--- src/rtl/sha_pkg.sv ---
// ----------------------------------------------------------------------------
// sha_pkg: shared constants and functions for the SHA-256 stream hasher
// Holds the round constants, the initial hash values and the rotate function.
// ----------------------------------------------------------------------------
`default_nettype none

package sha_pkg;

    localparam int WORD_W     = 32;
    localparam int NUM_ROUNDS = 64;
    localparam int BLOCK_BYTES = 64;
    localparam int LEN_W      = 64;

    typedef logic [WORD_W-1:0] word_t;

    localparam logic [7:0] PAD_BYTE = 8'h80;
    localparam logic [6:0] LEN_POS  = 7'd56;

    function automatic word_t round_k(input logic [5:0] r);
        word_t k;
        begin
            unique case (r)
                6'd0: k = 32'h428a2f98;  6'd1: k = 32'h71374491;
                6'd2: k = 32'hb5c0fbcf;  6'd3: k = 32'he9b5dba5;
                6'd4: k = 32'h3956c25b;  6'd5: k = 32'h59f111f1;
                6'd6: k = 32'h923f82a4;  6'd7: k = 32'hab1c5ed5;
                6'd8: k = 32'hd807aa98;  6'd9: k = 32'h12835b01;
                6'd10: k = 32'h243185be; 6'd11: k = 32'h550c7dc3;
                6'd12: k = 32'h72be5d74; 6'd13: k = 32'h80deb1fe;
                6'd14: k = 32'h9bdc06a7; 6'd15: k = 32'hc19bf174;
                6'd16: k = 32'he49b69c1; 6'd17: k = 32'hefbe4786;
                6'd18: k = 32'h0fc19dc6; 6'd19: k = 32'h240ca1cc;
                6'd20: k = 32'h2de92c6f; 6'd21: k = 32'h4a7484aa;
                6'd22: k = 32'h5cb0a9dc; 6'd23: k = 32'h76f988da;
                6'd24: k = 32'h983e5152; 6'd25: k = 32'ha831c66d;
                6'd26: k = 32'hb00327c8; 6'd27: k = 32'hbf597fc7;
                6'd28: k = 32'hc6e00bf3; 6'd29: k = 32'hd5a79147;
                6'd30: k = 32'h06ca6351; 6'd31: k = 32'h14292967;
                6'd32: k = 32'h27b70a85; 6'd33: k = 32'h2e1b2138;
                6'd34: k = 32'h4d2c6dfc; 6'd35: k = 32'h53380d13;
                6'd36: k = 32'h650a7354; 6'd37: k = 32'h766a0abb;
                6'd38: k = 32'h81c2c92e; 6'd39: k = 32'h92722c85;
                6'd40: k = 32'ha2bfe8a1; 6'd41: k = 32'ha81a664b;
                6'd42: k = 32'hc24b8b70; 6'd43: k = 32'hc76c51a3;
                6'd44: k = 32'hd192e819; 6'd45: k = 32'hd6990624;
                6'd46: k = 32'hf40e3585; 6'd47: k = 32'h106aa070;
                6'd48: k = 32'h19a4c116; 6'd49: k = 32'h1e376c08;
                6'd50: k = 32'h2748774c; 6'd51: k = 32'h34b0bcb5;
                6'd52: k = 32'h391c0cb3; 6'd53: k = 32'h4ed8aa4a;
                6'd54: k = 32'h5b9cca4f; 6'd55: k = 32'h682e6ff3;
                6'd56: k = 32'h748f82ee; 6'd57: k = 32'h78a5636f;
                6'd58: k = 32'h84c87814; 6'd59: k = 32'h8cc70208;
                6'd60: k = 32'h90befffa; 6'd61: k = 32'ha4506ceb;
                6'd62: k = 32'hbef9a3f7; default: k = 32'hc67178f2;
            endcase
            return k;
        end
    endfunction

    function automatic word_t init_h(input logic [2:0] i);
        word_t v;
        begin
            unique case (i)
                3'd0: v = 32'h6a09e667; 3'd1: v = 32'hbb67ae85;
                3'd2: v = 32'h3c6ef372; 3'd3: v = 32'ha54ff53a;
                3'd4: v = 32'h510e527f; 3'd5: v = 32'h9b05688c;
                3'd6: v = 32'h1f83d9ab; default: v = 32'h5be0cd19;
            endcase
            return v;
        end
    endfunction

    function automatic word_t ror(input word_t v, input int n);
        return (v >> n) | (v << (WORD_W - n));
    endfunction

endpackage

`default_nettype wire

--- src/rtl/sha256_stream_hasher.sv ---
// ----------------------------------------------------------------------------
// sha256_stream_hasher: SHA-256 over a byte stream
// Input items carry an optional byte and an end mark; output items are the
// eight digest words, most significant first, with a last marker.
//
// Usage: drive in_valid with data_byte/byte_present/end_of_message. An item
// that carries no byte into a full block starts no compression. An item whose
// byte fills the 64-byte block starts the compression: a load of the working
// variables, 64 rounds, one per cycle in the shared round unit, and a fold
// into the chain; in_stall is high meanwhile. At end of message the pad bytes
// are written one per cycle from the marker position to the end of the block,
// then the compression runs. When the length field does not fit, a second
// block of pad bytes and a second compression follow. Then the eight digest
// words leave on the output channel, one per cycle while out_stall is low;
// in_stall stays high until the last word is taken. A stalled word is held
// unchanged. After the last word the state returns to the initial hash values
// for the next message.
// Reset clears the chain to the initial values and all counters.
// A message of overflowing length yields an all-zero digest.
// ----------------------------------------------------------------------------
`default_nettype none

module sha256_stream_hasher (
    input  wire logic        clk,
    input  wire logic        rst_n,
    input  wire logic        in_valid,
    output logic             in_stall,
    input  wire logic [7:0]  data_byte,
    input  wire logic        byte_present,
    input  wire logic        end_of_message,
    output logic             out_valid,
    input  wire logic        out_stall,
    output logic [31:0]      digest_word,
    output logic [2:0]       word_number,
    output logic             last_word
);
    import sha_pkg::*;

    localparam logic [2:0] S_IDLE  = 3'd0;
    localparam logic [2:0] S_LOAD  = 3'd1;
    localparam logic [2:0] S_ROUND = 3'd2;
    localparam logic [2:0] S_FOLD  = 3'd3;
    localparam logic [2:0] S_PAD   = 3'd4;
    localparam logic [2:0] S_OUT   = 3'd5;

    logic [2:0]  state_reg, state_next;
    logic [6:0]  fill_reg;
    logic [63:0] len_reg;
    logic        ovf_reg;
    logic        fin_reg;       // end of message seen; held until the digest is out
    logic        lenw_reg;      // length field is part of this pad block
    logic [5:0]  round_reg;
    logic [2:0]  oidx_reg;
    word_t       chain_reg [8];
    word_t       vars [8];
    word_t       w_word;
    word_t       mem [16];
    logic [7:0]  wr_byte;
    logic        wr_en;
    logic [5:0]  wr_addr;
    logic [63:0] bits;
    logic [7:0]  pad_byte;
    logic [5:0]  pad_pos;
    logic        accept;
    logic        mark_en_reg;
    logic [5:0]  mark_pos_reg;
    logic        first_pad;

    assign accept   = in_valid && !in_stall;
    assign in_stall = (state_reg != S_IDLE);
    assign bits     = {len_reg[60:0], 3'b000};
    assign pad_pos  = fill_reg[5:0];

    // Padding byte for the current position
    always_comb
    begin
        if (lenw_reg && pad_pos >= 6'(LEN_POS))
            pad_byte = bits[8*(7 - (pad_pos - 6'(LEN_POS))) +: 8];
        else
            pad_byte = 8'h00;
    end

    // Block store: sixteen words, one byte lane written per cycle
    always_comb
    begin
        wr_en   = 1'b0;
        wr_addr = fill_reg[5:0];
        wr_byte = data_byte;
        if (accept && byte_present && !ovf_reg && len_reg != '1)
            wr_en = 1'b1;
        else if (state_reg == S_PAD)
        begin
            wr_en   = 1'b1;
            wr_byte = first_pad ? PAD_BYTE : pad_byte;
        end
    end

    always_ff @(posedge clk)
    begin
        if (wr_en)
            mem[wr_addr[5:2]][8*(3 - wr_addr[1:0]) +: 8] <= wr_byte;
    end

    assign w_word = mem[round_reg[3:0]];

    sha_round u_round (
        .clk   (clk),
        .init  (state_reg == S_LOAD),
        .step  (state_reg == S_ROUND),
        .round (round_reg),
        .w_in  (w_word),
        .chain (chain_reg),
        .vars  (vars)
    );

    // Sequencer
    always_comb
    begin
        state_next = state_reg;
        unique case (state_reg)
            S_IDLE:
            begin
                if (accept)
                begin
                    if (byte_present && !ovf_reg && len_reg != '1 && fill_reg == 7'd63)
                        state_next = S_LOAD;
                    else if (end_of_message)
                        state_next = ovf_reg || (byte_present && len_reg == '1)
                                   ? S_OUT : S_PAD;
                end
            end
            S_LOAD:  state_next = S_ROUND;
            S_ROUND: if (round_reg == 6'd63) state_next = S_FOLD;
            S_FOLD:  state_next = fin_reg ? (lenw_reg ? S_OUT : S_PAD) : S_IDLE;
            S_PAD:   if (pad_pos == 6'd63) state_next = S_LOAD;
            S_OUT:   if (!out_stall && oidx_reg == 3'd7) state_next = S_IDLE;
            default: state_next = S_IDLE;
        endcase
    end

    always_ff @(posedge clk or negedge rst_n)
    begin
        if (!rst_n)
        begin
            state_reg <= S_IDLE;
            fill_reg  <= '0;
            len_reg   <= '0;
            ovf_reg   <= 1'b0;
            fin_reg   <= 1'b0;
            lenw_reg  <= 1'b0;
            round_reg <= '0;
            oidx_reg  <= '0;
            for (int i = 0; i < 8; i++)
                chain_reg[i] <= init_h(3'(i));
        end
        else
        begin
            state_reg <= state_next;
            unique case (state_reg)
                S_IDLE:
                begin
                    if (accept)
                    begin
                        // take the byte, or flag overflow
                        if (byte_present && !ovf_reg)
                        begin
                            if (len_reg == '1)
                                ovf_reg <= 1'b1;
                            else
                            begin
                                len_reg  <= len_reg + 64'd1;
                                fill_reg <= (fill_reg == 7'd63) ? 7'd0 : fill_reg + 7'd1;
                            end
                        end
                        if (end_of_message)
                            fin_reg <= 1'b1;
                        // the pad byte goes in during the first pad cycle
                        if (end_of_message && !ovf_reg &&
                            !(byte_present && len_reg == '1))
                        begin
                            if (byte_present && fill_reg == 7'd63)
                                lenw_reg <= 1'b0;
                            else
                                lenw_reg <= (byte_present ? fill_reg + 7'd1 : fill_reg)
                                          < LEN_POS;
                        end
                    end
                    round_reg <= '0;
                end
                S_LOAD:  round_reg <= '0;
                S_ROUND: round_reg <= round_reg + 6'd1;
                S_FOLD:
                begin
                    for (int i = 0; i < 8; i++)
                        chain_reg[i] <= chain_reg[i] + vars[i];
                    if (fin_reg && !lenw_reg)
                    begin
                        lenw_reg <= 1'b1;
                        fill_reg <= '0;
                    end
                end
                S_PAD:
                begin
                    fill_reg <= (pad_pos == 6'd63) ? 7'd0 : fill_reg + 7'd1;
                end
                S_OUT:
                begin
                    if (!out_stall)
                    begin
                        oidx_reg <= oidx_reg + 3'd1;
                        if (oidx_reg == 3'd7)
                        begin
                            fill_reg <= '0;
                            len_reg  <= '0;
                            ovf_reg  <= 1'b0;
                            fin_reg  <= 1'b0;
                            lenw_reg <= 1'b0;
                            for (int i = 0; i < 8; i++)
                                chain_reg[i] <= init_h(3'(i));
                        end
                    end
                end
                default: ;
            endcase
        end
    end

    // 0x80 marker: armed by the item that ends the message, dropped once written or when the digest goes out
    always_ff @(posedge clk or negedge rst_n)
    begin
        if (!rst_n)
            mark_en_reg <= 1'b0;
        else if (accept && end_of_message)
            mark_en_reg <= 1'b1;
        else if (first_pad || state_reg == S_OUT)
            mark_en_reg <= 1'b0;
    end
    always_ff @(posedge clk)
    begin
        if (accept)
            mark_pos_reg <= (byte_present && !ovf_reg && len_reg != '1)
                          ? 6'(fill_reg + 7'd1) : fill_reg[5:0];
    end

    // Put the marker in place of the first pad byte
    assign first_pad = mark_en_reg && state_reg == S_PAD && pad_pos == mark_pos_reg;

    assign out_valid   = (state_reg == S_OUT);
    assign digest_word = ovf_reg ? 32'd0 : chain_reg[oidx_reg];
    assign word_number = oidx_reg;
    assign last_word   = (oidx_reg == 3'd7);

`ifndef SYNTH
    a_stall_busy: assert property (@(posedge clk) disable iff (!rst_n)
        state_reg != S_IDLE |-> in_stall)
        else $error("input taken while busy");
    a_round_run: assert property (@(posedge clk) disable iff (!rst_n)
        state_reg == S_ROUND && round_reg != 6'd63 |=> state_reg == S_ROUND)
        else $error("round sequence broken");
    a_out_hold: assert property (@(posedge clk) disable iff (!rst_n)
        out_valid && out_stall |=> out_valid && $stable(word_number))
        else $error("output word moved under stall");
`endif

endmodule

`default_nettype wire

--- src/rtl/sha_round.sv ---
// ----------------------------------------------------------------------------
// sha_round: shared SHA-256 round datapath
// Holds the working variables and schedule window; runs one round per cycle while step is high.
// ----------------------------------------------------------------------------
`default_nettype none

module sha_round (
    input  wire logic              clk,
    input  wire logic              init,       // load working vars from chain
    input  wire logic              step,       // run one round
    input  wire logic [5:0]        round,
    input  wire sha_pkg::word_t    w_in,       // message word for rounds 0..15
    input  wire sha_pkg::word_t    chain [8],
    output sha_pkg::word_t         vars [8]
);
    import sha_pkg::*;

    word_t v_reg [8];
    word_t win_reg [16];
    word_t w, s0, s1, t1, t2, w15, w2;

    // Schedule word and round function
    always_comb
    begin
        w15 = win_reg[4'(round - 6'd15)];
        w2  = win_reg[4'(round - 6'd2)];
        s0  = ror(w15, 7) ^ ror(w15, 18) ^ (w15 >> 3);
        s1  = ror(w2, 17) ^ ror(w2, 19) ^ (w2 >> 10);
        if (round < 6'd16)
            w = w_in;
        else
            w = win_reg[round[3:0]] + s0 + win_reg[4'(round - 6'd7)] + s1;
        t1 = v_reg[7] + (ror(v_reg[4], 6) ^ ror(v_reg[4], 11) ^ ror(v_reg[4], 25))
           + ((v_reg[4] & v_reg[5]) ^ (~v_reg[4] & v_reg[6])) + round_k(round) + w;
        t2 = (ror(v_reg[0], 2) ^ ror(v_reg[0], 13) ^ ror(v_reg[0], 22))
           + ((v_reg[0] & v_reg[1]) ^ (v_reg[0] & v_reg[2]) ^ (v_reg[1] & v_reg[2]));
    end

    // Advance the working variables
    always_ff @(posedge clk)
    begin
        if (init)
        begin
            for (int i = 0; i < 8; i++)
                v_reg[i] <= chain[i];
        end
        else if (step)
        begin
            win_reg[round[3:0]] <= w;
            v_reg[0] <= t1 + t2;
            v_reg[1] <= v_reg[0];
            v_reg[2] <= v_reg[1];
            v_reg[3] <= v_reg[2];
            v_reg[4] <= v_reg[3] + t1;
            v_reg[5] <= v_reg[4];
            v_reg[6] <= v_reg[5];
            v_reg[7] <= v_reg[6];
        end
    end

    assign vars = v_reg;

endmodule

`default_nettype wire
--- config.mk ---
export PLATFORM = sky130hd
export DESIGN_NAME = sha256_stream_hasher
export DESIGN_NICKNAME = d
export VERILOG_FILES = /design/src/rtl/sha_pkg.sv /design/src/rtl/sha256_stream_hasher.sv /design/src/rtl/sha_round.sv
export SDC_FILE = /design/constraint.sdc
export NUM_CORES = 2
export LEC_CHECK = 0
export BUFFER_PORTS_ARGS = -buffer_cell sky130_fd_sc_hd__buf_2
export CORE_UTILIZATION = 39
export DETAILED_ROUTE_END_ITERATION = 16
export PLACE_DENSITY = 0.5
export SLEW_MARGIN = 25
export SYNTH_ARGS = -nofsm -noshare
export SYNTH_HDL_FRONTEND = slang
export SYNTH_SLANG_ARGS = --single-unit
--- constraint.sdc ---
create_clock -name clk -period 15.73 [get_ports clk]
set_input_delay 0.7865 -clock clk [delete_from_list [all_inputs] [get_ports clk]]
set_output_delay 0.7865 -clock clk [all_outputs]
set_load 0.01 [all_outputs]
==> out/qor.yml <==
yosys:
  synth_cell_types: 106
  synth_top_family_by_area: "multiplexers"
  synth.most_common_cell: "edfxtp_1"
  synthesis.nets: 9088
  avgSynthCellArea_sq_um: 12.2
  yosys.area.top_type_share_pct: 37.4
  ys.flop_type: "edfxtp_1"
  synth_mux_area_share_pct: 17.2
  synthAdderAreaFrac_pct: 8.85
  synthArstFlopShare_pct: 21.1
  yosys-top-cells-count: "1286 x edfxtp_1, 1020 x nand2_1, 715 x mux4_2"
  synth_simple_gate_area_share_pct: 8.95
  synth_xor_area_share_pct: 5.46
  syn-cell-area_sq_um: 103000
  synthCells: 8475
  yosys_warnings: 0
  synth_compound_area_share_pct: 10.2
  synth_area_leaders: "edfxtp_1 37%, mux4_2 16%, dfrtp_1 5.0%"
  ys_ff_latch: 1629
  seq_area_frac_synth_pct: 45.9
  synth_edf_count: 1286
  synth.largest_area_cell: "edfxtp_1"
global_routing:
  grt_remaining_overflow: 0
  grt_pass1_wl_mm: 507
  grt_pass1_vias: 71200
  track_usage_pct: 26.0
  antenna_found_initial: 4
  grt_max_degree: 135
clock_network:
  numCtsBuffers: 196
  post_cts_resized: 0
  root_buffer: "clkbuf_16"
  cts_tree: "done"
  postCtsSetupBuffers: 0
  htreeDepth: 4
  ctsHoldBuffers: 0
  cts.sinks: 1629
  worstSkewPairLatency_ns: 0.90
  clkTransAtPathRegs_ns: 0.06
  clockBufferDepth: 4
job:
  cap_violations: 0
timing:
  final_hold_viol_count: 0
  rsz0062_at_grt: "no"
  fmax_mhz: 69.9
  final-setup-viol-count: 0
  slew-limit-headroom_pct: 27.0
  tns_ns: 0
  clock_skew_ns: 0.0874
  tightest_slew_ns: 1.08
  slew_viol_final: 0
  period_minus_slack_ns: 14.30
  min_period_over_period_pct: 90.9
setup_path:
  crit_path_end: "u_round.vars[255]$_DFFE_PP_"
  start_kind: "register"
  path_class: "register to register"
  cpMaxStageDelayCell: "ha_4"
  cp.required_ns: 16.26
  r2r_start: "round_reg[0]$_DFFE_PN0P_"
  setup.worst_path.start: "round_reg[0]$_DFFE_PN0P_"
  r2r_cells: 47
  cp.arrival_ns: 14.83
  r2r_setup_slack_ns: 1.43
  r2r-end: "u_round.vars[255]$_DFFE_PP_"
  end_kind: "register"
  cpPeakStageDelay_ns: 0.96
  crit_path_frequent_cell: "a21oi_1"
  cp_max_fo: 50
floorplanning:
  ios: 52
  chipHeight_microns: 516
  die_width_microns: 516
  start_util_pct: 39.3
  core-area_sq_um: 263000
  die_area_sq_um: 267000
  rows: 188
routing:
  route.top_layer_used: "met4"
  drt_pass1_iterations: 6
  routed-wl-met3_mm: 20.4
  drt_wl_total_mm: 350
  drt_iter0_markers: 6883
  route.layer.met1.wl_mm: 148
  vias_per_cell: 5.95
  drc_errors: 0
  post_drt_wl_per_cell_microns: 28.9
  antenna_left: 0
  vias: 71900
  dr_wl_met2_mm: 168
cells_and_area:
  stdcell_count: 12100
  area_growth_pct: 10.5
  n_fill_cell: 24300
  nets: 9016
  layout-drive-gt1-share_pct: 17.6
placement:
  port_buffers: 51
  place_hpwl_mm: 248
  gp_congestion: 0.963
  place_inst: 11700
outcome:
  status: "finished, final reports clean"
min_path:
  hold_class: "input port to async pin"
-- how the worst min path moves through the flow --
stage / endpoint / cells past startpoint / start / slack (ns)
after floorplan: chain_reg[103]$_DFFE_PN0P_ / 0 / rst_n / 0.49
after global placement: fill_reg[0]$_DFFE_PN0P_ / 1 / fill_reg[0]$_DFFE_PN0P_ / 0.48
after detailed placement: fill_reg[0]$_DFFE_PN0P_ / 1 / fill_reg[0]$_DFFE_PN0P_ / 0.49
after CTS: chain_reg[212]$_DFFE_PN0P_ / 1 / rst_n / 0.002
after global routing: chain_reg[180]$_DFFE_PN0P_ / 1 / rst_n / 0.07
final: chain_reg[245]$_DFFE_PN0P_ / 1 / rst_n / 0.02
-- cell families after synthesis --
group,after synthesis
and+or+nand+nor,2118
AOI/OAI and AO/OA,1673
DFF,1629
buffers and inverters,925
muxes,871
xor gates and xnor gates,642
adders and majority gates,617
-- layout by cell type, fill, tap and decap left out, types with 242 or more instances in the layout --
cell type and n:
xor2_1 242, nor2_1 538, xnor2_1 398, o21ai_0 379, inv_1 457, a21oi_1 547, ha_1 400, nand2_1 1020
edfxtp_1 1286, mux4_2 715
-- layout make-up --
cell class | count | area, sq um | area share, %
repair buffers | 195 | 1490 | 1.30
clock buffers | 251 | 5290 | 4.64
flip-flops and latches | 1629 | 47400 | 41.6
clock inverters | 111 | 1140 | 1.00
multi-input cells | 5921 | 52600 | 46.1
inverters | 460 | 1730 | 1.52
well taps | 3515 | 4400 | 3.86
diodes | 1 | 2.50 | 0.00219
-- critical path: cells and delay by family (launching register included) --
family                   cells  cell delay (ns)
AO/OA/AOI/OAI               20             3.94
XOR/XNOR                     5             0.77
adder cells (fa/ha/maj)      8             4.02
buffers and inverters        4             1.26
flip-flops                   1             0.85
multiplexers                 3             1.58
AND/OR/NAND/NOR              7             1.36
-- metal layers --
layer | vias up | track usage (%)
li1 | 31500 | -
met3 | 539 | 3.12
met2 | 2582 | 42.9
met5 | - | 0
met1 | 37300 | 35.2
met4 | 0 | 9.41
-- stage by stage --
stage | hold slack [ns] | cell area [sq um] | worst slack, ns | utilization [%]
2_1_floorplan | 0.491 | 103000 | 3.12 | -
3_3_place_gp | 0.481 | 107000 | 1.78 | 40.9
3_5_place_dp | 0.493 | 107000 | 1.67 | 40.9
4_1_cts | 0.00232 | 114000 | 1.58 | 43.3
5_1_grt | 0.0690 | 114000 | 0.738 | 43.4
6_report | 0.0163 | 114000 | 1.43 | 43.4
Power is left out: the tool's default activity adds up to more than one toggle a clock period on the data nets, which glitch-free logic cannot reach.
